**src/rtl/core/b64w_pkg.sv**
```systemverilog
package b64w_pkg;

	// ascii codes used on the character stream
	localparam logic [7:0] ChrCr  = 8'h0D;
	localparam logic [7:0] ChrLf  = 8'h0A;
	localparam logic [7:0] ChrPad = 8'h3D;

	localparam logic [15:0] LineLimitRst = 16'd76;
	localparam logic [16:0] GrpChars     = 17'd4;

	// group queue between front and back
	localparam int GrpDepth = 2;
	localparam int GrpPtrW  = $clog2(GrpDepth);
	localparam int GrpCntW  = GrpPtrW + 1;

	// character positions inside one emitted group
	localparam logic [2:0] PosCr = 3'd0;
	localparam logic [2:0] PosLf = 3'd1;
	localparam logic [2:0] PosS0 = 3'd2;
	localparam logic [2:0] PosS3 = 3'd5;

	// slots of the four output characters
	localparam logic [1:0] SlotS0 = 2'd0;
	localparam logic [1:0] SlotS1 = 2'd1;
	localparam logic [1:0] SlotS2 = 2'd2;
	localparam logic [1:0] SlotS3 = 2'd3;

	typedef enum logic [1:0] {
		PadNone = 2'd0,
		PadOne  = 2'd1,
		PadTwo  = 2'd2
	} b64w_pad_t;

	// one group of up to three bytes, ready for character generation
	typedef struct packed {
		logic [7:0] byte_a;
		logic [7:0] byte_c;
		logic [7:0] byte_b;
		b64w_pad_t  pad;
		logic       brk;
		logic       last;
	} b64w_grp_t;

	// standard alphabet lookup
	function automatic logic [7:0] b64w_sym(input logic [5:0] v);
		logic [7:0] w;
		w = {2'b00, v};
		if (v < 6'd26)
			return w + 8'd65;
		else if (v < 6'd52)
			return w + 8'd71;
		else if (v < 6'd62)
			return w - 8'd4;
		else if (v == 6'd62)
			return 8'h2B;
		else
			return 8'h2F;
	endfunction

endpackage

```
**src/rtl/core/b64w_if.sv**
```systemverilog
interface b64w_byte_if;
	logic       valid;
	logic       ready;
	logic [7:0] in_byte;
	logic       end_of_data;

	modport source(output valid, output in_byte, output end_of_data, input ready);
	modport sink(input valid, input in_byte, input end_of_data, output ready);
endinterface

interface b64w_char_if;
	logic       valid;
	logic       ready;
	logic [7:0] out_char;
	logic       last_char;

	modport source(output valid, output out_char, output last_char, input ready);
	modport sink(input valid, input out_char, input last_char, output ready);
endinterface

```
**src/rtl/core/base64_line_wrapping_encoder_top.sv**
```systemverilog
// base64 encoder with crlf line wrapping
//
// msg channel: one message byte per transfer, end_of_data set on the
// final byte of a message. enc channel: one ascii character per transfer,
// last_char set on the final character of the message.
// line_limit_we / line_limit_wdata write the line limit (reset 76); write
// it only while no message is in flight.
// every third byte, or the final byte, yields a group of four characters,
// preceded by cr lf when line length + 4 reaches the limit.
// the byte that completes a group writes it into the queue, and its first
// character is loaded from the queue head into the output register.
// one character per cycle while a group is queued and enc is ready, set
// by the single output register; at most six characters per three bytes,
// with bursts of bytes taken back to back through the two-entry queue.
// reset clears pending bytes, line length, the queue and the output.
// when enc stalls, the output holds, the queue fills, then msg ready drops.
module base64_line_wrapping_encoder_top (
	input  logic         clk,
	input  logic         arst_n,
	input  logic         line_limit_we,
	input  logic [15:0]  line_limit_wdata,
	b64w_byte_if.sink    msg,
	b64w_char_if.source  enc
);

	// front to queue
	logic                 grp_push;
	b64w_pkg::b64w_grp_t  grp_data;
	logic                 grp_full;

	// queue to back
	logic                 head_valid;
	b64w_pkg::b64w_grp_t  head;
	logic                 grp_pop;

	// front: byte collection, line length and break decision
	b64w_front u_front (
		.clk              (clk),
		.arst_n           (arst_n),
		.line_limit_we    (line_limit_we),
		.line_limit_wdata (line_limit_wdata),
		.msg              (msg),
		.grp_full         (grp_full),
		.grp_push         (grp_push),
		.grp_data         (grp_data)
	);

	// short queue of decided groups
	b64w_fifo u_fifo (
		.clk        (clk),
		.arst_n     (arst_n),
		.push       (grp_push),
		.push_data  (grp_data),
		.full       (grp_full),
		.head_valid (head_valid),
		.head       (head),
		.pop        (grp_pop)
	);

	// back: one character per cycle into the output register, while enc is ready
	b64w_back u_back (
		.clk        (clk),
		.arst_n     (arst_n),
		.head_valid (head_valid),
		.head       (head),
		.pop        (grp_pop),
		.enc        (enc)
	);

endmodule

```
**src/rtl/core/b64w_front.sv**
```systemverilog
module b64w_front (
	input  logic                  clk,
	input  logic                  arst_n,
	input  logic                  line_limit_we,
	input  logic [15:0]           line_limit_wdata,
	b64w_byte_if.sink             msg,
	input  logic                  grp_full,
	output logic                  grp_push,
	output b64w_pkg::b64w_grp_t   grp_data
);

	logic [15:0] line_limit_q;
	logic [7:0]  first_q;
	logic [7:0]  second_q;
	logic [1:0]  pend_cnt_q;
	logic [15:0] line_len_q;

	logic        accept;
	logic        full_grp;
	logic        brk;

	assign msg.ready = !grp_full;
	assign accept    = msg.valid && msg.ready;
	assign full_grp  = pend_cnt_q[1];
	assign brk       = ({1'b0, line_len_q} + b64w_pkg::GrpChars) >= {1'b0, line_limit_q};
	assign grp_push  = accept && (full_grp || msg.end_of_data);

	// group contents; short groups carry zero fill
	always_comb begin
		grp_data      = '0;
		grp_data.brk  = brk;
		grp_data.last = msg.end_of_data;
		if (full_grp) begin
			grp_data.byte_a = first_q;
			grp_data.byte_c = second_q;
			grp_data.byte_b = msg.in_byte;
			grp_data.pad    = b64w_pkg::PadNone;
		end else if (pend_cnt_q == 2'd1) begin
			grp_data.byte_a = first_q;
			grp_data.byte_c = msg.in_byte;
			grp_data.pad    = b64w_pkg::PadOne;
		end else begin
			grp_data.byte_a = msg.in_byte;
			grp_data.pad    = b64w_pkg::PadTwo;
		end
	end

	always_ff @(posedge clk or negedge arst_n) begin
		if (!arst_n) begin
			line_limit_q <= b64w_pkg::LineLimitRst;
		end else if (line_limit_we) begin
			line_limit_q <= line_limit_wdata;
		end
	end

	always_ff @(posedge clk or negedge arst_n) begin
		if (!arst_n) begin
			first_q    <= '0;
			second_q   <= '0;
			pend_cnt_q <= '0;
			line_len_q <= '0;
		end else if (accept) begin
			if (msg.end_of_data) begin
				first_q    <= '0;
				second_q   <= '0;
				pend_cnt_q <= '0;
				line_len_q <= '0;
			end else if (full_grp) begin
				pend_cnt_q <= '0;
				line_len_q <= (brk ? 16'd0 : line_len_q) + 16'(b64w_pkg::GrpChars);
			end else if (pend_cnt_q == 2'd1) begin
				second_q   <= msg.in_byte;
				pend_cnt_q <= 2'd2;
			end else begin
				first_q    <= msg.in_byte;
				pend_cnt_q <= 2'd1;
			end
		end
	end

	a_pend_range: assert property (@(posedge clk) disable iff (!arst_n)
		pend_cnt_q != 2'd3)
		else $error("pending byte count out of range");

	a_msg_end_clears: assert property (@(posedge clk) disable iff (!arst_n)
		accept && msg.end_of_data |=> pend_cnt_q == 2'd0 && line_len_q == 16'd0)
		else $error("group state not cleared after message end");

	a_len_whole_groups: assert property (@(posedge clk) disable iff (!arst_n)
		line_len_q[1:0] == 2'b00)
		else $error("line length not a whole number of groups");

endmodule

```
**src/rtl/core/b64w_fifo.sv**
```systemverilog
module b64w_fifo (
	input  logic                  clk,
	input  logic                  arst_n,
	input  logic                  push,
	input  b64w_pkg::b64w_grp_t   push_data,
	output logic                  full,
	output logic                  head_valid,
	output b64w_pkg::b64w_grp_t   head,
	input  logic                  pop
);

	b64w_pkg::b64w_grp_t                mem_q [b64w_pkg::GrpDepth];
	logic [b64w_pkg::GrpPtrW-1:0]       wr_ptr_q;
	logic [b64w_pkg::GrpPtrW-1:0]       rd_ptr_q;
	logic [b64w_pkg::GrpCntW-1:0]       count_q;

	assign full       = count_q == b64w_pkg::GrpCntW'(b64w_pkg::GrpDepth);
	assign head_valid = count_q != '0;
	assign head       = mem_q[rd_ptr_q];

	function automatic logic [b64w_pkg::GrpPtrW-1:0] next_ptr(
		input logic [b64w_pkg::GrpPtrW-1:0] p);
		if (p == b64w_pkg::GrpPtrW'(b64w_pkg::GrpDepth - 1))
			return '0;
		else
			return p + 1'b1;
	endfunction

	always_ff @(posedge clk) begin
		if (push) begin
			mem_q[wr_ptr_q] <= push_data;
		end
	end

	always_ff @(posedge clk or negedge arst_n) begin
		if (!arst_n) begin
			wr_ptr_q <= '0;
			rd_ptr_q <= '0;
			count_q  <= '0;
		end else begin
			if (push) begin
				wr_ptr_q <= next_ptr(wr_ptr_q);
			end
			if (pop) begin
				rd_ptr_q <= next_ptr(rd_ptr_q);
			end
			if (push && !pop) begin
				count_q <= count_q + 1'b1;
			end else if (pop && !push) begin
				count_q <= count_q - 1'b1;
			end
		end
	end

	a_no_overrun: assert property (@(posedge clk) disable iff (!arst_n)
		(push |-> !full || pop) and (pop |-> head_valid))
		else $error("group queue overrun or underrun");

endmodule

```
**src/rtl/core/b64w_back.sv**
```systemverilog
module b64w_back (
	input  logic                  clk,
	input  logic                  arst_n,
	input  logic                  head_valid,
	input  b64w_pkg::b64w_grp_t   head,
	output logic                  pop,
	b64w_char_if.source           enc
);

	logic [2:0] idx_q;
	logic       out_valid_q;
	logic [7:0] out_char_q;
	logic       out_last_q;

	logic [2:0] cur_pos;
	logic [1:0] slot;
	logic [5:0] sextet;
	logic       is_pad;
	logic [7:0] chr;
	logic       load;

	assign load = head_valid && (!out_valid_q || enc.ready);
	assign pop  = load && (cur_pos == b64w_pkg::PosS3);

	assign enc.valid     = out_valid_q;
	assign enc.out_char  = out_char_q;
	assign enc.last_char = out_last_q;

	always_comb begin
		cur_pos = idx_q;
		if (!head.brk && idx_q == b64w_pkg::PosCr) begin
			cur_pos = b64w_pkg::PosS0;
		end
		slot = 2'(cur_pos - b64w_pkg::PosS0);
		case (slot)
			b64w_pkg::SlotS0: sextet = head.byte_a[7:2];
			b64w_pkg::SlotS1: sextet = {head.byte_a[1:0], head.byte_c[7:4]};
			b64w_pkg::SlotS2: sextet = {head.byte_c[3:0], head.byte_b[7:6]};
			default:          sextet = head.byte_b[5:0];
		endcase
		is_pad = (head.pad == b64w_pkg::PadTwo &&
		          (slot == b64w_pkg::SlotS2 || slot == b64w_pkg::SlotS3)) ||
		         (head.pad == b64w_pkg::PadOne && slot == b64w_pkg::SlotS3);
		if (cur_pos == b64w_pkg::PosCr)
			chr = b64w_pkg::ChrCr;
		else if (cur_pos == b64w_pkg::PosLf)
			chr = b64w_pkg::ChrLf;
		else if (is_pad)
			chr = b64w_pkg::ChrPad;
		else
			chr = b64w_pkg::b64w_sym(sextet);
	end

	always_ff @(posedge clk or negedge arst_n) begin
		if (!arst_n) begin
			idx_q       <= b64w_pkg::PosCr;
			out_valid_q <= 1'b0;
		end else begin
			if (load) begin
				idx_q       <= pop ? b64w_pkg::PosCr : cur_pos + 3'd1;
				out_valid_q <= 1'b1;
			end else if (enc.ready) begin
				out_valid_q <= 1'b0;
			end
		end
	end

	// output payload
	always_ff @(posedge clk) begin
		if (load) begin
			out_char_q <= chr;
			out_last_q <= head.last && cur_pos == b64w_pkg::PosS3;
		end
	end

	a_group_restart: assert property (@(posedge clk) disable iff (!arst_n)
		pop |=> idx_q == b64w_pkg::PosCr && out_valid_q)
		else $error("group did not end on its fourth character");

endmodule

```
**src/flat_wrapper.sv**
```systemverilog
// flat-port wrapper written by rule: the top's interface ports become plain ports
module base64_line_wrapping_encoder_top_flat 
  (clk, arst_n, line_limit_we, line_limit_wdata, msg_valid, msg_in_byte, msg_end_of_data, msg_ready, enc_valid, enc_out_char, enc_last_char, enc_ready);
  b64w_byte_if msg_i ();
  b64w_char_if enc_i ();
  input  logic clk;
  input  logic arst_n;
  input  logic line_limit_we;
  input  logic [15:0] line_limit_wdata;
  input wire logic [$bits(msg_i.valid)-1:0] msg_valid;
  input wire logic [$bits(msg_i.in_byte)-1:0] msg_in_byte;
  input wire logic [$bits(msg_i.end_of_data)-1:0] msg_end_of_data;
  output wire logic [$bits(msg_i.ready)-1:0] msg_ready;
  output wire logic [$bits(enc_i.valid)-1:0] enc_valid;
  output wire logic [$bits(enc_i.out_char)-1:0] enc_out_char;
  output wire logic [$bits(enc_i.last_char)-1:0] enc_last_char;
  input wire logic [$bits(enc_i.ready)-1:0] enc_ready;
  assign msg_i.valid = msg_valid;
  assign msg_i.in_byte = msg_in_byte;
  assign msg_i.end_of_data = msg_end_of_data;
  assign msg_ready = msg_i.ready;
  assign enc_valid = enc_i.valid;
  assign enc_out_char = enc_i.out_char;
  assign enc_last_char = enc_i.last_char;
  assign enc_i.ready = enc_ready;
  base64_line_wrapping_encoder_top u_core (.clk(clk), .arst_n(arst_n), .line_limit_we(line_limit_we), .line_limit_wdata(line_limit_wdata), .msg(msg_i), .enc(enc_i));
endmodule
```
**config.mk**
```make
export PLATFORM = sky130hd
export DESIGN_NAME = base64_line_wrapping_encoder_top_flat
export DESIGN_NICKNAME = d
export VERILOG_FILES = /design/src/rtl/core/b64w_pkg.sv /design/src/rtl/core/b64w_if.sv /design/src/rtl/core/base64_line_wrapping_encoder_top.sv /design/src/rtl/core/b64w_front.sv /design/src/rtl/core/b64w_fifo.sv /design/src/rtl/core/b64w_back.sv /design/src/flat_wrapper.sv
export SDC_FILE = /design/constraint.sdc
export NUM_CORES = 1
export LEC_CHECK = 0
export BUFFER_PORTS_ARGS = -buffer_cell sky130_fd_sc_hd__buf_4
export CELL_PAD_IN_SITES_DETAIL_PLACEMENT = 0
export CELL_PAD_IN_SITES_GLOBAL_PLACEMENT = 2
export CORE_MARGIN = 2
export CORE_UTILIZATION = 43
export DETAILED_ROUTE_END_ITERATION = 6
export PLACE_DENSITY_LB_ADDON = 0.1
export SLEW_MARGIN = 10
export SYNTH_ARGS = -nofsm -noshare
export SYNTH_HDL_FRONTEND = slang
export SYNTH_SLANG_ARGS = --single-unit
```
**constraint.sdc**
```tcl
create_clock -name clk -period 11.58 [get_ports clk]
set_input_delay 0.579 -clock clk [delete_from_list [all_inputs] [get_ports clk]]
set_output_delay 0.579 -clock clk [all_outputs]
set_load 0.005 [all_outputs]
```
* Yosys cells after proc, flatten, opt, wreduce, memory -nomap -nowiden
Memories as Yosys holds them, arrays and structs flattened.
Index checks and enable logic that the tools add are counted.
** Word-level totals
- Register bits after elaboration :: 67
- RAM bits :: 56
- Input bits :: 30
- Output and inout port bits :: 11
- Word-level logic and storage cells :: 107
- Memories kept :: 1
** Memories
- u_core.u_fifo.mem_q :: words 2, bits a word 28, rd ports 1, clocked after Yosys merged registers in 0, write ports 1, line b64w_fifo.sv:12 : b64w_pkg::b64w_grp_t mem_q [b64w_pkg::GrpDepth];
** Operators by class
- Add/sub/neg operators :: 11
- $lt $le $gt $ge :: 4
- Eq/ne operators :: 11
- Muxes and demuxes :: 34
- Reduce and logical (&&, ||, !) cells :: 32
** Operator list (number)
- $mux 8 :: 11
- $mux 16 :: 4
- $pmux 6 s3 :: 1
- $add 16x3->17 const B :: 1
- $ge 17x16->1 :: 1
- $add 16x3->16 const B :: 1
- $add 6x7->8 const B :: 2
- $mux 2 :: 7
- $lt 6x6->1 const B :: 2
- $mux 3 :: 4
- $logic_and 1x1->1 :: 10
- $reduce_bool 2->1 :: 5
- $eq 2x2->1 const B :: 4
- $sub 6x3->7 const B :: 1
- $eq 2x1->1 const B :: 3
- $eq 6x6->1 const B :: 1
- $logic_not 3->1 :: 2
- $lt 6x5->1 const B :: 1
- $mux 1 :: 6
- $mux 6 :: 1
- $logic_not 1->1 :: 5
- $logic_or 1x1->1 :: 4
- $reduce_and 2->1 :: 2
- $add 3x1->3 const B :: 1
- other kinds (11) :: 12

* Depth between registers and ports, before layout
Gate-level depths: netlist of the first run.
An unclocked memory read counts as a cell.
- Depth in word-level cells :: 14
- Gate-level depth with buffers :: 22
- Gate-level depth less buffers :: 19

* Modules after synthesis
Synthesis of the first run repeated with hierarchy kept, for this count alone.
** Unflattened totals
- Cell total of the unflattened synthesis :: 532
- Area, all modules :: 6288.5 µm²
** By module, submodules not included
- b64w_front :: instances 1, cells each 301, area an instance 2831.5 µm², seq. area each 1204.9 µm²
- b64w_fifo :: instances 1, cells each 103, area an instance 2257.2 µm², seq. area each 1781.7 µm²
- b64w_back :: instances 1, cells each 128, area an instance 1199.9 µm², seq. area each 370.4 µm²

* Worst setup path after synthesis of the first run
No wires, ideal clock.
- Kind :: register to register
- Start :: register u_core.u_front.line_len_q[4]
- End :: register u_core.u_front.line_len_q[10]
- Arrival time :: 3.686 ns
- Setup slack :: 7.768 ns
- Stages on the path, launching flop included :: 22
- Period minus slack after synthesis :: 3.812 ns
- Cells stage by stage :: dfrtp_1 clkbuf_1 and3_1 nand2_1 nor2_1 nand3_1 xnor2_1 ha_1 a21o_1 a21oi_1 o21ai_0 nor3_1 clkbuf_1 and2_1 ha_1 nand3_1 nor2_1 and2_1 buf_1 nand2_1 a31oi_1 a21oi_1
** Between the ends
- Word-level cells in the longest chain between the ends :: 6
** Ends and longest elaborated chain
- start, declared :: line b64w_front.sv:16 : logic [15:0] line_len_q;
- start signal, assigned :: line b64w_front.sv:70 : line_len_q <= (brk ? 16'd0 : line_len_q) + 16'(b64w_pkg::GrpChars);
- $add 16x3->17 :: line b64w_front.sv:25 : assign brk = ({1'b0, line_len_q} + b64w_pkg::GrpChars) >= {1'b0, line_limit_q};
- $ge 17x16->1 :: line b64w_front.sv:25
- $mux 16 * :: line b64w_front.sv:70
- $add 16x3->16 * :: line b64w_front.sv:70
- $mux 16 * :: line b64w_front.sv:68 : end else if (full_grp) begin
- $mux 16 * :: line b64w_front.sv:63 : if (msg.end_of_data) begin
Mark *: on every way between the ends. The rest lies on a longest branch, timed or not. The select of a mux whose other input is x is not followed.
A chain may end at the register's enable or synchronous reset.

* Worst setup path in the final report of the first run
- Start :: register u_core.u_front.line_len_q[4]
- End :: register u_core.u_front.line_len_q[12]
The elaborated chain is that of the path after synthesis.

==> impl_metrics.ini, run 1 <==
[run_status]
status = finished, final reports clean

[setup_path]
critPathArrivalTime_ps = 4360
cp_cell_sequence = and3_1, nand2_1, nor2_1, nand3_1, xnor2_1, ha_1, a21o_1, a21oi_1, o21ai_0, nor3_2, buf_4, and2_1, ha_1, nand3_1, nor2_1, and2_1, a41oi_1, a211oi_1
worstSetupStartpointType = flop
r2r_slack_ps = 7540
critical_path_class = reg2reg
crit_path_top_delay_cell = dfrtp_1
cpPeakStageDelay_ps = 510
crit_family = simple AND/OR/NAND/NOR gates
cp-end-kind = flop
cp.buffers_inverters = 1
cp_max_fo = 21
cp.required_ps = 11890

[floorplanning]
die_w_um = 126
coreArea_um2 = 14500
die_h_um = 126
rows = 44
die_area_um2 = 15900
ios = 41
start_util_pct = 44.1

[grt]
grt_use_total_pct = 19.5
grt_overflow = 0
grt_pass1_wl_um = 24100
grt_pass1_vias = 4526
grt_max_degree = 57
grt_antenna_before_repair = 0

[sta]
hold_violations = 0
slew_violations = 0
fmaxAchievable_ghz = 0.248
setup_viol_count_final = 0
finClkSkew_ps = 11.7
fin_ws_ps = 7540
rsz0062_at_grt = false
fin_tns_setup_ps = 0
slew_headroom_pct = 34.6
layout_min_cycle_time_ps = 4040
period_share_pct = 34.9
tightest_slew_ps = 978

[detailed_routing]
wl_per_cell_um = 17.8
drc = 0
wl_um = 14900
vias_per_cell = 5.57
ant_nets = 0
via_count = 4666
firstDrtPassIters = 5
drtIter0Drc = 352

[synthesis]
synth.distinct_cells = 80
ys.flop_type = edfxtp_1
yosys-top-cells-area = edfxtp_1 30%, dfrtp_1 21%, nand2_1 6.3%
async_flop_share_pct = 46.3
postSynthRegisterBits = 121
synthCells = 605
synth_edf_count = 65
yosysTopAreaCell = edfxtp_1
syn_area_um2 = 6410
syn_area_per_cell_um2 = 10.6
synth_nets = 657
synth_top_area_share_pct = 30.5
yosysWarnings = 0
synth-seq-area-share_pct = 52.4

[place]
io_buffers = 40
gp_congestion = 0.893
dp_slack_ps = 7540
dp_hpwl_um = 10300

[clock_tree]
cts-htree-levels = 4
post_cts_buffers = 0
hold_buffers = 0
cts_root_buf = clkbuf_16
cts.sinks = 121
clk_path_buf_depth = 2
clock_latency_ps = 410
clkTransAtPathRegs_ps = 60
cts_tree = yes
post_cts_resized = 0
cts_made_buffers = 17

[pwr]
power.leakage_nw = 3.03
p_total_mw = 2.04
ir_drop_mv = 0.0888
power-per-cell-area_nw_per_um2 = 276

[layout]
final_cell_mix = 107 x nand2_1, 65 x edfxtp_1, 53 x dfrtp_1
layout_commonest_cell = nand2_1
final_core_util_pct = 51.1
final_nets = 692
area_growth_pct = 15.8
n_antenna_cell = 0
layout-drive-gt1-share_pct = 17.3
n_fill_cell = 1329

[job]
cap_violations = 0

[worst_hold_path]
hp-class = in2async
metrics by stage:
stage | hold slack, ps | area [µm²] | cells
4_1_cts | 263 | 7420 | 837
3_3_place_gp | 479 | 6860 | 805
2_1_floorplan | 283 | 6410 | 605
6_report | 245 | 7420 | 837
5_1_grt | 285 | 7420 | 837
3_5_place_dp | 488 | 6860 | 805
worst reg2reg max path: cells and delay by family (launching register included):
family / cells / cell delay [ps]
and+or+nand+nor: 9 / 1640
AOI/OAI and AO/OA: 5 / 850
DFF: 1 / 510
adders and majority gates: 2 / 480
buffers and inverters: 1 / 260
xor gates and xnor gates: 1 / 210
path summary, 6_finish.rpt:
check / depth (start not counted) / startpoint / endpoint
max in group asynchronous: 1 / arst_n / u_core.u_front.second_q[6]
min in group clk: 2 / enc_ready / u_core.u_back.enc.valid
worst max-delay path: 18 / u_core.u_front.line_len_q[4] / u_core.u_front.line_len_q[12]
worst min-delay path: 1 / arst_n / u_core.u_back.idx_q[0]
worst max register to register: 18 / u_core.u_front.line_len_q[4] / u_core.u_front.line_len_q[12]
worst min register to register: 1 / u_core.u_fifo.count_q[1] / u_core.u_fifo.count_q[1]
flip-flops by register name, summed over array words and instances, names as in the netlist:
name	flops
u_core.u_fifo.count_q	2
u_core.u_back.enc.last_char	1
u_core.u_front.second_q	8
u_core.u_fifo.mem_q	56
u_core.u_fifo.rd_ptr_q	1
u_core.u_front.line_limit_q	16
u_core.u_front.line_len_q	14
u_core.u_fifo.wr_ptr_q	1
u_core.u_back.idx_q	3
u_core.u_back.enc.valid	1
u_core.u_front.first_q	8
u_core.u_back.enc.out_char	8
u_core.u_front.pend_cnt_q	2
cells by family (layout without fill, tap and decap cells):
kind of cell    Yosys count  after routing  share of synthesized area [%]
mux                      26             26                           5.02
simple gates            204            204                           14.7
flops                   121            121                           52.4
fa+ha+maj                22             22                           4.30
xor+xnor                 18             18                           2.46
compound gates          153            153                           17.1
buf+inv                  61            109                           3.96
layer usage:
layer	global-route usage [%]	share of wire, %	vias up
li1	-	-	2290
met1	27.2	47	2264
met2	30.6	48	95
met3	4.25	3.1	17
met4	5.95	1.6	0
met5	0	0	-
synth_stat cells, drive strengths merged (4+ instances only):
cell type  instances
mux2              10
xnor2             12
a21oi             20
and3               4
clkbuf            24
a31oi              7
nand2            107
and2              15
a21o               5
edfxtp            65
a211oi             8
o31ai              4
buf                7
mux2i             14
o21ai             50
nor3               9
xor2               6
nand4              6
dfrtp             53
a32o               5
nand2b             5
a41oi              4
ha                22
o211ai             5
a22oi             15
nor2              23
nand3             16
inv               29
nor4               6
layout make-up:
cell class | instances | area (µm²) | share of cell area [%]
sequential | 121 | 3360 | 45.2
multi-input combinational | 423 | 2800 | 37.8
clock buffer | 18 | 429 | 5.78
timing repair buffer | 47 | 353 | 4.75
tap | 184 | 230 | 3.10
clock inverter | 14 | 136 | 1.84
inverter | 30 | 113 | 1.52
power by group:
part           internal (mW)  switching [mW]
Combinational          0.329           0.511
Clock                  0.301           0.207
Sequential             0.605          0.0917
Total                   1.23           0.810
Power figures use the tool's default switching activity.
==> inputs of run 2 (changes only) <==
--- a/config.mk
+++ b/config.mk
@@ -9,7 +9,7 @@
 export CELL_PAD_IN_SITES_DETAIL_PLACEMENT = 0
 export CELL_PAD_IN_SITES_GLOBAL_PLACEMENT = 2
 export CORE_MARGIN = 2
-export CORE_UTILIZATION = 43
+export CORE_UTILIZATION = 36
 export DETAILED_ROUTE_END_ITERATION = 6
 export PLACE_DENSITY_LB_ADDON = 0.1
 export SLEW_MARGIN = 10
==> constraint.sdc (replaced) <==
create_clock -name clk -period 3.7 [get_ports clk]
set_input_delay 0.185 -clock clk [delete_from_list [all_inputs] [get_ports clk]]
set_output_delay 0.185 -clock clk [all_outputs]
set_load 0.005 [all_outputs]
==> run 2 against run 1 <==
  * Fmax grew 18%
  * Setup slack lost 7300 ps
  * Critical path depth grew 1
  * Via count grew 3.8%
  * Cell area grew 5.6%
  * Sequential power grew to 3.0 times the previous value
  * First-iteration DRC count shrank 18%
  * Largest cell class unchanged
  * Largest power group unchanged
==> impl_metrics.ini, run 2 (synthesized netlist as in run 1, its figures left out) <==
[run_status]
status = finished, final reports clean

[setup_path]
critPathArrivalTime_ps = 3710
critical_path_class = reg2reg
cp.required_ps = 3980
cp_max_fo = 6
worstSetupStartpointType = flop
cp-end-kind = flop

[floorplanning]
rows = 48
ios = 41
start_util_pct = 36.9
coreArea_um2 = 17400
die_w_um = 137
die_area_um2 = 18900
die_h_um = 137

[layout]
fin_area_um2 = 7840
final_nets = 728
largest_registers = u_core.u_fifo.mem_q x56, u_core.u_front.line_limit_q x16, u_core.u_front.line_len_q x14
area_growth_pct = 22.3
n_antenna_cell = 0
n_fill_cell = 1659
final_cell_count_no_fill = 914
layout_commonest_cell = nand2_1
multi_input_area_um2 = 2860
regMostFlops = u_core.u_fifo.mem_q
final_core_util_pct = 45.2
largest_register_ffs = 56
seqCellArea_um2 = 3360
final_cell_mix = 107 x nand2_1, 65 x buf_4, 65 x edfxtp_1
layout-drive-gt1-share_pct = 21.0

[sta]
fin_ws_ps = 273
period_share_pct = 92.6
hold_violations = 0
setup_viol_count_final = 0
fin_tns_setup_ps = 0
fmaxAchievable_ghz = 0.292
slew_violations = 0
slew_headroom_pct = 23.6
whs_ps = 70.0
finClkSkew_ps = 13.0
layout_min_cycle_time_ps = 3430
tightest_slew_ps = 1140

[grt]
grt_pass1_wl_um = 26500
grt_use_total_pct = 18.7
grt_pass1_vias = 4953
globalRoute.busiestLayer = met2
use_met1_pct = 24.9
grt_overflow = 0
use_met2_pct = 29.4
met3_usage_pct = 4.12
grt_antenna_before_repair = 0
grt_max_degree = 57

[detailed_routing]
via_count = 4844
drtIter0Drc = 288
wl_per_cell_um = 17.7
drc = 0
ant_nets = 0
vias_per_cell = 5.30
firstDrtPassIters = 4
wl_um = 16200

[clock_tree]
cts_made_buffers = 17
cts_tree = yes
cts-htree-levels = 4
cts_root_buf = clkbuf_16
clk_path_buf_depth = 2
clkTransAtPathRegs_ps = 60
clock_latency_ps = 420
cts.sinks = 121

[place]
dp_hpwl_um = 11400
placedCellCount = 863
gp_congestion = 0.882
dpl_cell_area_um2 = 7030
dp_slack_ps = -142
io_buffers = 40

[worst_hold_path]
hp-class = in2reg

[pwr]
power.leakage_nw = 3.19
power-per-cell-area_nw_per_um2 = 827
ir_drop_mv = 0.365
p_total_mw = 6.48

[job]
cap_violations = 0
-- run 2: cell types whose count changed in the layout (fill, tap and decap cells not counted), sizes merged --
| cell | delta |
|---|---|
| buf | +18 |
| dlygate4sd3 | +18 |
| inv | +1 |
| clkinvlp | +1 |
| clkbuf | -1 |
| bufinv | -1 |
-- run 2: worst paths after layout --
| kind | start | endpoint | slack [ps] | cells after the start |
|---|---|---|---|---|
| worst min register to register | u_core.u_front.first_q[0] | u_core.u_front.first_q[0] | 500 | 1 |
| min in group asynchronous | arst_n | u_core.u_back.idx_q[0] | 360 | 2 |
| worst max-delay path | u_core.u_front.line_len_q[2] | u_core.u_front.line_len_q[12] | 270 | 19 |
| worst min-delay path | msg_in_byte[0] | u_core.u_front.first_q[0] | 70 | 2 |
| worst max register to register | u_core.u_front.line_len_q[2] | u_core.u_front.line_len_q[12] | 270 | 19 |
| max in group asynchronous | arst_n | u_core.u_front.first_q[4] | 2780 | 2 |
-- run 2: cell type report --
class	count	share of cell area, %
well taps	225	3.59
clock buffers	17	5.43
multi-input cells	423	36.5
flip-flops and latches	121	42.8
repair buffers	83	8.52
clock inverters	15	1.64
inverters	30	1.44
-- run 2: per-layer routing --
layer | up-vias | wire (µm)
met5 | - | 0
met2 | 94 | 7630
met4 | 0 | 367
li1 | 2350 | -
met1 | 2374 | 7620
met3 | 26 | 528
-- run 2: timing repair --
| item | CTS | global route |
|---|---|---|
| endpoints found under the setup margin | 3 | 5 |
| hold buffers | 18 | 0 |
| cloned | 0 | 0 |
| setup buffers | 0 | 1 |
| hold endpoints to repair | 70 | 0 |
| resized for setup | 2 | 16 |
| pin swaps | 1 | 2 |
-- run 2: worst max-delay path: stages, from the launching register on --
cell and delay [ps]:
dfrtp_1 400, ha_2 220, nand3_2 130, nor2_4 150, buf_4 130, nand2_1 60, xnor2_1 130, ha_1 290
a21o_1 180, a21oi_1 140, nand2_1 130, nor3_2 200, and2_1 160, ha_1 190, nand3_1 140, nor2_2 130
and2_4 190, nand3_1 90, a21oi_1 180, a211oi_2 60
-- run 2: where the power goes --
part           leakage (nW)  internal, mW  switching [mW]
clock network         0.266         0.878           0.666
logic                  1.61          1.12            1.69
registers              1.32          1.89           0.229
